`src/rtl/rdc_pkg.sv`:
```
`timescale 1ns / 1ps
// Shared constants and helpers for the radix digit converter.
package rdc_pkg;

   localparam int VALUE_WIDTH_DEF = 32;
   localparam int DIGIT_DEPTH_DEF = 32;
   localparam int MAX_RESULTS     = 32;

   localparam int VALUE_FIELD_W = 32;
   localparam int RADIX_W       = 5;
   localparam int DIGIT_W       = 4;
   localparam int CHAR_W        = 7;
   localparam int REQ_DATA_W    = 32;
   localparam int RSP_DATA_W    = 8;

   localparam logic [RADIX_W-1:0] RADIX_MIN   = 5'd2;
   localparam logic [RADIX_W-1:0] RADIX_MAX   = 5'd16;
   localparam logic [RADIX_W-1:0] RADIX_RESET = 5'd2;

   localparam logic [CHAR_W-1:0] CHAR_ZERO = 7'h30;
   localparam logic [CHAR_W-1:0] CHAR_A    = 7'h41;
   localparam logic [DIGIT_W-1:0] DIGIT_TEN = 4'd10;

   function automatic logic [CHAR_W-1:0] digit_glyph(input logic [DIGIT_W-1:0] digit);
      logic [CHAR_W-1:0] glyph;
      if (digit < DIGIT_TEN) begin
         glyph = CHAR_ZERO + {3'b000, digit};
      end else begin
         glyph = CHAR_A + {3'b000, digit - DIGIT_TEN};
      end
      return glyph;
   endfunction

endpackage

```
`src/rtl/rdc_ram.sv`:
```
`timescale 1ns / 1ps
// Generic single-port-write, single-port-read RAM with a registered read.
module rdc_ram #(
   parameter int WIDTH = 4,
   parameter int DEPTH = 32
) (
   input  logic                     clock,
   input  logic                     wr_en,
   input  logic [$clog2(DEPTH)-1:0] wr_addr,
   input  logic [WIDTH-1:0]         wr_data,
   input  logic                     rd_en,
   input  logic [$clog2(DEPTH)-1:0] rd_addr,
   output logic [WIDTH-1:0]         rd_data
);

   logic [WIDTH-1:0] mem_ff [DEPTH];
   logic [WIDTH-1:0] rd_data_ff;

   always_ff @(posedge clock) begin
      if (wr_en) begin
         mem_ff[wr_addr] <= wr_data;
      end
      if (rd_en) begin
         rd_data_ff <= mem_ff[rd_addr];
      end
   end

   assign rd_data = rd_data_ff;

endmodule

```
`src/rtl/rdc_divider.sv`:
```
`timescale 1ns / 1ps
// Divide by a small base using a registered reciprocal multiply and one combinational correction step.
module rdc_divider #(
   parameter int WORK_W = 32
) (
   input  logic                        clock,
   input  logic                        start,
   input  logic [WORK_W-1:0]           dividend,
   input  logic [rdc_pkg::RADIX_W-1:0] radix,
   output logic [WORK_W-1:0]           quotient,
   output logic [rdc_pkg::DIGIT_W-1:0] remainder
);

   import rdc_pkg::*;

   localparam logic [WORK_W:0] SCALE = {1'b1, {WORK_W{1'b0}}};
   localparam int PW = 2 * WORK_W;
   localparam int EW = WORK_W + RADIX_W;

   logic [WORK_W-1:0]  recip;
   logic [PW-1:0]      prod_ff;
   logic [PW-1:0]      prod_in;
   logic [WORK_W-1:0]  dividend_ff;
   logic [RADIX_W-1:0] radix_ff;
   logic [WORK_W-1:0]  q_est;
   logic [EW-1:0]      q_times_b;
   logic [WORK_W-1:0]  r_est;
   logic [EW-1:0]      r_ext;
   logic [EW-1:0]      b_ext;

   always_comb begin
      case (radix)
         5'd3:    recip = WORK_W'(SCALE / 3);
         5'd4:    recip = WORK_W'(SCALE / 4);
         5'd5:    recip = WORK_W'(SCALE / 5);
         5'd6:    recip = WORK_W'(SCALE / 6);
         5'd7:    recip = WORK_W'(SCALE / 7);
         5'd8:    recip = WORK_W'(SCALE / 8);
         5'd9:    recip = WORK_W'(SCALE / 9);
         5'd10:   recip = WORK_W'(SCALE / 10);
         5'd11:   recip = WORK_W'(SCALE / 11);
         5'd12:   recip = WORK_W'(SCALE / 12);
         5'd13:   recip = WORK_W'(SCALE / 13);
         5'd14:   recip = WORK_W'(SCALE / 14);
         5'd15:   recip = WORK_W'(SCALE / 15);
         5'd16:   recip = WORK_W'(SCALE / 16);
         default: recip = WORK_W'(SCALE / 2);
      endcase
      prod_in = PW'(dividend) * PW'(recip);
   end

   always_ff @(posedge clock) begin
      if (start) begin
         prod_ff     <= prod_in;
         dividend_ff <= dividend;
         radix_ff    <= radix;
      end
   end

   // The estimate is at most one below the true quotient.
   always_comb begin
      q_est     = prod_ff[PW-1:WORK_W];
      q_times_b = EW'(q_est) * EW'(radix_ff);
      r_est     = dividend_ff - q_times_b[WORK_W-1:0];
      r_ext     = EW'(r_est);
      b_ext     = EW'(radix_ff);
      if (r_ext >= b_ext) begin
         quotient  = q_est + 1'b1;
         remainder = DIGIT_W'(r_ext - b_ext);
      end else begin
         quotient  = q_est;
         remainder = DIGIT_W'(r_ext);
      end
   end

endmodule

```
`src/rtl/radix_digit_converter.sv`:
```
`timescale 1ns / 1ps
// Top level of the radix digit converter: sequencer, base register and digit store.
// Sequence: accept in ST_IDLE, then ST_MUL and ST_DIV per digit from the shared divider,
// ST_READ to fetch the top digit, then one word per cycle while rsp_tready is high.
// Throughput: one value at a time; the divider pass (multiply, then correct)
// sets the conversion time.
// Reset is synchronous and active high; it clears the sequencer and sets the base to 2.
module radix_digit_converter #(
   parameter int VALUE_WIDTH = rdc_pkg::VALUE_WIDTH_DEF,
   parameter int DIGIT_DEPTH = rdc_pkg::DIGIT_DEPTH_DEF
) (
   input  logic                           clock,
   input  logic                           reset,
   input  logic                           req_tvalid,
   output logic                           req_tready,
   input  logic [rdc_pkg::REQ_DATA_W-1:0] req_tdata,   // [31:0] value
   output logic                           rsp_tvalid,
   input  logic                           rsp_tready,
   output logic [rdc_pkg::RSP_DATA_W-1:0] rsp_tdata,   // [6:0] digit_char, [7] zero
   output logic                           rsp_tlast,   // last_digit
   input  logic                           csr_wr_en,
   input  logic [rdc_pkg::RADIX_W-1:0]    csr_wr_data  // radix
);

   import rdc_pkg::*;

   localparam int WORK_W   = (VALUE_WIDTH < VALUE_FIELD_W) ? VALUE_WIDTH : VALUE_FIELD_W;
   localparam int SLOT_LIM = (DIGIT_DEPTH < MAX_RESULTS) ? DIGIT_DEPTH : MAX_RESULTS;
   localparam int ADDR_W   = $clog2(SLOT_LIM);
   localparam int CNT_W    = $clog2(SLOT_LIM + 1);
   localparam logic [CNT_W-1:0] SLOT_LIM_C = CNT_W'(SLOT_LIM);

   typedef enum logic [4:0] {
      ST_IDLE = 5'b00001,
      ST_MUL  = 5'b00010,
      ST_DIV  = 5'b00100,
      ST_READ = 5'b01000,
      ST_SEND = 5'b10000
   } state_type;

   state_type          state_ff;
   state_type          state_in;
   logic [RADIX_W-1:0] radix_ff;
   logic [RADIX_W-1:0] radix_in;
   logic [WORK_W-1:0]  value_ff;
   logic [WORK_W-1:0]  value_in;
   logic [CNT_W-1:0]   cnt_ff;
   logic [CNT_W-1:0]   cnt_in;
   logic [ADDR_W-1:0]  idx_ff;
   logic [ADDR_W-1:0]  idx_in;

   logic               div_start;
   logic [WORK_W-1:0]  quotient;
   logic [DIGIT_W-1:0] remainder;
   logic               ram_wr_en;
   logic               ram_rd_en;
   logic [ADDR_W-1:0]  ram_rd_addr;
   logic [DIGIT_W-1:0] ram_rd_data;

   always_comb begin
      radix_in = radix_ff;
      if (csr_wr_en && (csr_wr_data inside {[RADIX_MIN:RADIX_MAX]})) begin
         radix_in = csr_wr_data;
      end
   end

   always_comb begin
      state_in    = state_ff;
      value_in    = value_ff;
      cnt_in      = cnt_ff;
      idx_in      = idx_ff;
      div_start   = 1'b0;
      ram_wr_en   = 1'b0;
      ram_rd_en   = 1'b0;
      ram_rd_addr = idx_ff;
      case (state_ff)
         ST_IDLE: begin
            if (req_tvalid) begin
               value_in = req_tdata[WORK_W-1:0];
               cnt_in   = '0;
               state_in = ST_MUL;
            end
         end
         ST_MUL: begin
            div_start = 1'b1;
            state_in  = ST_DIV;
         end
         ST_DIV: begin
            value_in = quotient;
            if (cnt_ff < SLOT_LIM_C) begin
               ram_wr_en = 1'b1;
               cnt_in    = cnt_ff + 1'b1;
            end
            if (quotient == '0) begin
               idx_in   = ADDR_W'(cnt_in - 1'b1);
               state_in = ST_READ;
            end else begin
               state_in = ST_MUL;
            end
         end
         ST_READ: begin
            ram_rd_en = 1'b1;
            state_in  = ST_SEND;
         end
         ST_SEND: begin
            if (rsp_tready) begin
               if (idx_ff == '0) begin
                  cnt_in   = '0;
                  state_in = ST_IDLE;
               end else begin
                  idx_in      = idx_ff - 1'b1;
                  ram_rd_en   = 1'b1;
                  ram_rd_addr = idx_in;
               end
            end
         end
         default: begin
            state_in = ST_IDLE;
         end
      endcase
   end

   always_ff @(posedge clock) begin
      if (reset) begin
         state_ff <= ST_IDLE;
         radix_ff <= RADIX_RESET;
         cnt_ff   <= '0;
      end else begin
         state_ff <= state_in;
         radix_ff <= radix_in;
         cnt_ff   <= cnt_in;
      end
   end

   always_ff @(posedge clock) begin
      value_ff <= value_in;
      idx_ff   <= idx_in;
   end

   rdc_divider #(
      .WORK_W (WORK_W)
   ) u_divider (
      .clock     (clock),
      .start     (div_start),
      .dividend  (value_ff),
      .radix     (radix_ff),
      .quotient  (quotient),
      .remainder (remainder)
   );

   rdc_ram #(
      .WIDTH (DIGIT_W),
      .DEPTH (SLOT_LIM)
   ) u_digit_store (
      .clock   (clock),
      .wr_en   (ram_wr_en),
      .wr_addr (cnt_ff[ADDR_W-1:0]),
      .wr_data (remainder),
      .rd_en   (ram_rd_en),
      .rd_addr (ram_rd_addr),
      .rd_data (ram_rd_data)
   );

   assign req_tready = (state_ff == ST_IDLE);
   assign rsp_tvalid = (state_ff == ST_SEND);
   assign rsp_tdata  = {1'b0, digit_glyph(ram_rd_data)};
   assign rsp_tlast  = (idx_ff == '0);

endmodule

```
`config.mk`:
```
export PLATFORM = sky130hd
export DESIGN_NAME = radix_digit_converter
export DESIGN_NICKNAME = d
export VERILOG_FILES = /design/src/rtl/rdc_pkg.sv /design/src/rtl/rdc_ram.sv /design/src/rtl/rdc_divider.sv /design/src/rtl/radix_digit_converter.sv
export SDC_FILE = /design/constraint.sdc
export NUM_CORES = 2
export LEC_CHECK = 0
export BUFFER_PORTS_ARGS = -buffer_cell sky130_fd_sc_hd__buf_2
export CAP_MARGIN = 20
export CORE_MARGIN = 3
export CORE_UTILIZATION = 24
export DETAILED_ROUTE_END_ITERATION = 10
export GPL_TIMING_DRIVEN = 0
export HOLD_SLACK_MARGIN = 0.03
export PLACE_DENSITY = 0.46
export RECOVER_POWER = 100
export SYNTH_ARGS = -nofsm -noshare
export SYNTH_HDL_FRONTEND = slang
export SYNTH_SLANG_ARGS = --single-unit
```
`constraint.sdc`:
```
create_clock -name clock -period 7.6 [get_ports clock]
set_input_delay 1.52 -clock clock [delete_from_list [all_inputs] [get_ports clock]]
set_output_delay 1.52 -clock clock [all_outputs]
set_load 0.01 [all_outputs]
```
==> impl_metrics.ini <==
[timing]
hold_viol = 0
setup_ws_ps = -1050
slew_headroom_pct = -46.6
worst_pin_slew_ps = 2200
min_period_over_period_pct = 114
drv_slew = 73
period_needed_ps = 8650
worst_clock_skew_ps = 69.0
rsz0062_at_grt = true
fmax_mhz = 116
fin_tns_setup_ps = -36170
setup_viol = 104

[finish]
layout_commonest_cell = inv_1
fill_cells = 21056
seq_area_um2 = 7950
layout_common_cells = inv_1 (1082), fa_1 (948), nand2_1 (544)
fin_nets = 6404
drive_above_1_share_pct = 14.1
multi_input_area_um2 = 36400
finish.instance_area_um2 = 56500
syn_to_final_growth_pct = 17.0

[clock_tree]
cts_root_buf = clkbuf_16
clock_latency_ps = 660
h-tree-depth = 1
clock_path_buffers = 3
cts-hold-fix-buffers = 0
cts_tree = built
cts.sinks = 276
path_clk_slew_ps = 70
cts_buffers = 29

[yosys]
synth_cell_types = 96
synthesis.nets = 6178
yosysWarnings = 0
seq_area_frac_synth_pct = 16.4
syn_avg_cell_area_um2 = 10.0
synth_edf_count = 238
synth_area_leaders = fa_1 (42%), edfxtp_1 (15%), inv_1 (8.6%)
synthCells = 4817
yosysTopAreaCellShare_pct = 41.8
ys_ff_latch = 276
async_flop_share_pct = 0
synth_area_um2 = 48200
synth_flop_cell = edfxtp_1
yosys.area.top_type = fa_1

[routing]
vias_per_cell = 4.54
drcViolationCount = 0
wl_per_cell_um = 24.0
drt-initial-drc-count = 2598
num_vias = 34996
drtAntennaViolNets = 0
drt_wl_total_mm = 185
dr.pass1.iters = 5

[power]
switchingPower_mw = 14.9
p_clk_share_pct = 5.6
powerDensity_nw_per_um2 = 496
p_comb_share_pct = 84.3
peakVddDrop_v = 0.000604
intPower_mw = 13.1
p_sw_share_pct = 53.2
p_seq_share_pct = 10.1
leakage_nw = 25.5
power_mw = 28.0

[critical_path]
worstSetupPathType = flop to flop
reg2reg_from = u_divider.recip[19]
r2r_slack_ps = -1050
crit_fanout = 11
critPathLaunch = u_divider.recip[19]
cp-start-kind = flop
slowest_delay_ps = 600
rr_worst_depth = 30
end_kind = flop
cp_common_cell = fa_1
worstPathArrival_ps = 9040
r2r-end = u_divider.prod_ff[60]
slowest_stage = fa_2
crit_path_end = u_divider.prod_ff[60]
crit_required_ps = 7990

[place]
post_dp_cell_area_um2 = 52300
globalplace.congestion = 0.966
detailed_place_hpwl_mm = 154
dp_slack_ps = -3210
numPortBuffers = 51

[floorplanning]
dieWidth_um = 454
fp.dieArea_um2 = 206000
num_io_pins = 53
coreArea_um2 = 199000
start_util_pct = 24.3
die_h_um = 454
num_rows = 163

[global_routing]
grt_pass1_vias = 37769
antenna_found_initial = 17
grt_overflow = 0
grt_pass1_wl_mm = 268
groute.usage.overall_pct = 18.0
grt_use_met1_pct = 23.5
use_met2_pct = 29.2
grt-busiest-layer = met2
grt_max_degree = 39
use_met3_pct = 2.05

[flow_run]
drv_cap = 3

[outcome]
status = complete, but fails checks
failed_checks = capacitance limit, slew limit, setup timing

[min_path]
worstHoldPathType = flop to flop
-- cell type report --
class	instances	share of cell area, %
Buffer	216	3.35
Antenna cell	9	0.0399
Timing Repair Buffer	203	3.14
Tap cell	2640	5.85
Sequential cell	276	14.1
Clock inverter	23	0.488
Inverter	1100	7.32
Clock buffer	31	1.30
Multi-Input combinational cell	3217	64.4
-- synthesized netlist by cell type (9+ instances only) --
master     count
a21o_1        39
a21oi_1       85
a31oi_1       13
and2_1       442
and3_1        16
clkbuf_1     206
dfxtp_1       38
edfxtp_1     238
fa_1        1007
ha_1         312
inv_1       1099
mux2_2        11
mux2i_1       16
mux4_2        32
nand2_1      558
nand2b_1      12
nand3_1       36
nand3b_1      13
nand4_1       24
nor2_1       137
nor2b_1       16
nor3_1        33
nor3b_1        9
o2111ai_1     11
o211ai_1      15
o21a_1        26
o21ai_0       91
o21ai_1       12
xnor2_1       62
xor2_1        43
-- how the worst min path moves through the flow --
stage               slack, ps                    end  cells past startpoint         from
floorplan                 410  u_divider.radix_ff[0]                      0  radix_ff[0]
global placement          430  u_divider.radix_ff[0]                      0  radix_ff[0]
detailed placement        430  u_divider.radix_ff[0]                      0  radix_ff[0]
CTS                       420  u_divider.radix_ff[0]                      0  radix_ff[0]
global route              430  u_divider.radix_ff[0]                      0  radix_ff[0]
finish                    400  u_divider.radix_ff[0]                      0  radix_ff[0]
-- kinds of logic after synthesis --
group | count (synthesis) | share of synthesized area [%]
AOI/OAI and AO/OA | 382 | 5.34
other | 1 | 0.00777
muxes | 59 | 2.08
and+or+nand+nor | 1350 | 14.0
buffers and inverters | 1325 | 10.4
xor gates and xnor gates | 105 | 1.91
DFF | 276 | 16.4
adders and majority gates | 1319 | 49.9
-- layer usage --
metal  vias to the layer above  part of all wire [%]  routed length (um)
li1                      15185                     -                   -
met1                     18184                    41               75800
met2                      1276                    46               85200
met3                       349                   6.5               12100
met4                         2                   6.5               12100
met5                         -                0.0070                  13
-- power by group through the flow --
stage	Combinational (mW)	Clock, mW	Sequential, mW
after floorplan	14.4	0	2.77
after global placement	20.9	0	2.90
after detailed placement	21.1	0	2.90
after CTS	23.4	1.60	2.81
after global routing	26.1	1.65	2.84
final	23.6	1.55	2.83
-- registers in the layout, indices dropped and copies added (netlist names), 6 cells and up --
register	flops
u_digit_store.mem_ff	128
u_divider.dividend_ff	32
u_divider.prod_ff	32
value_ff	32
u_divider.recip	22
cnt_ff	6
-- critical path, delay by kind of cell, from the launching register on --
family                     cells  cell delay (ps)
buffers and inverters          6              750
DFF                            1              420
adders and majority gates      9             4370
AOI/OAI and AO/OA             10             1940
and+or+nand+nor                4              800
xor gates and xnor gates       1              100
-- per-stage QoR --
stage	std cells	util, %	hold slack, ps
floorplan	4817	-	408
global placement	7508	26.2	430
detailed placement	7520	26.3	426
CTS	7693	28.3	419
global route	7709	28.4	435
finish	7715	28.4	403
-- repair_timing --
action,in CTS,in global routing
buffers inserted,120,18
endpoints found under the hold margin,0,0
cloned,2,2
pin swaps,181,41
endpoints found under the setup margin,185,69
gates resized for setup,508,58
Note: power is estimated with default switching activity, not from simulation.
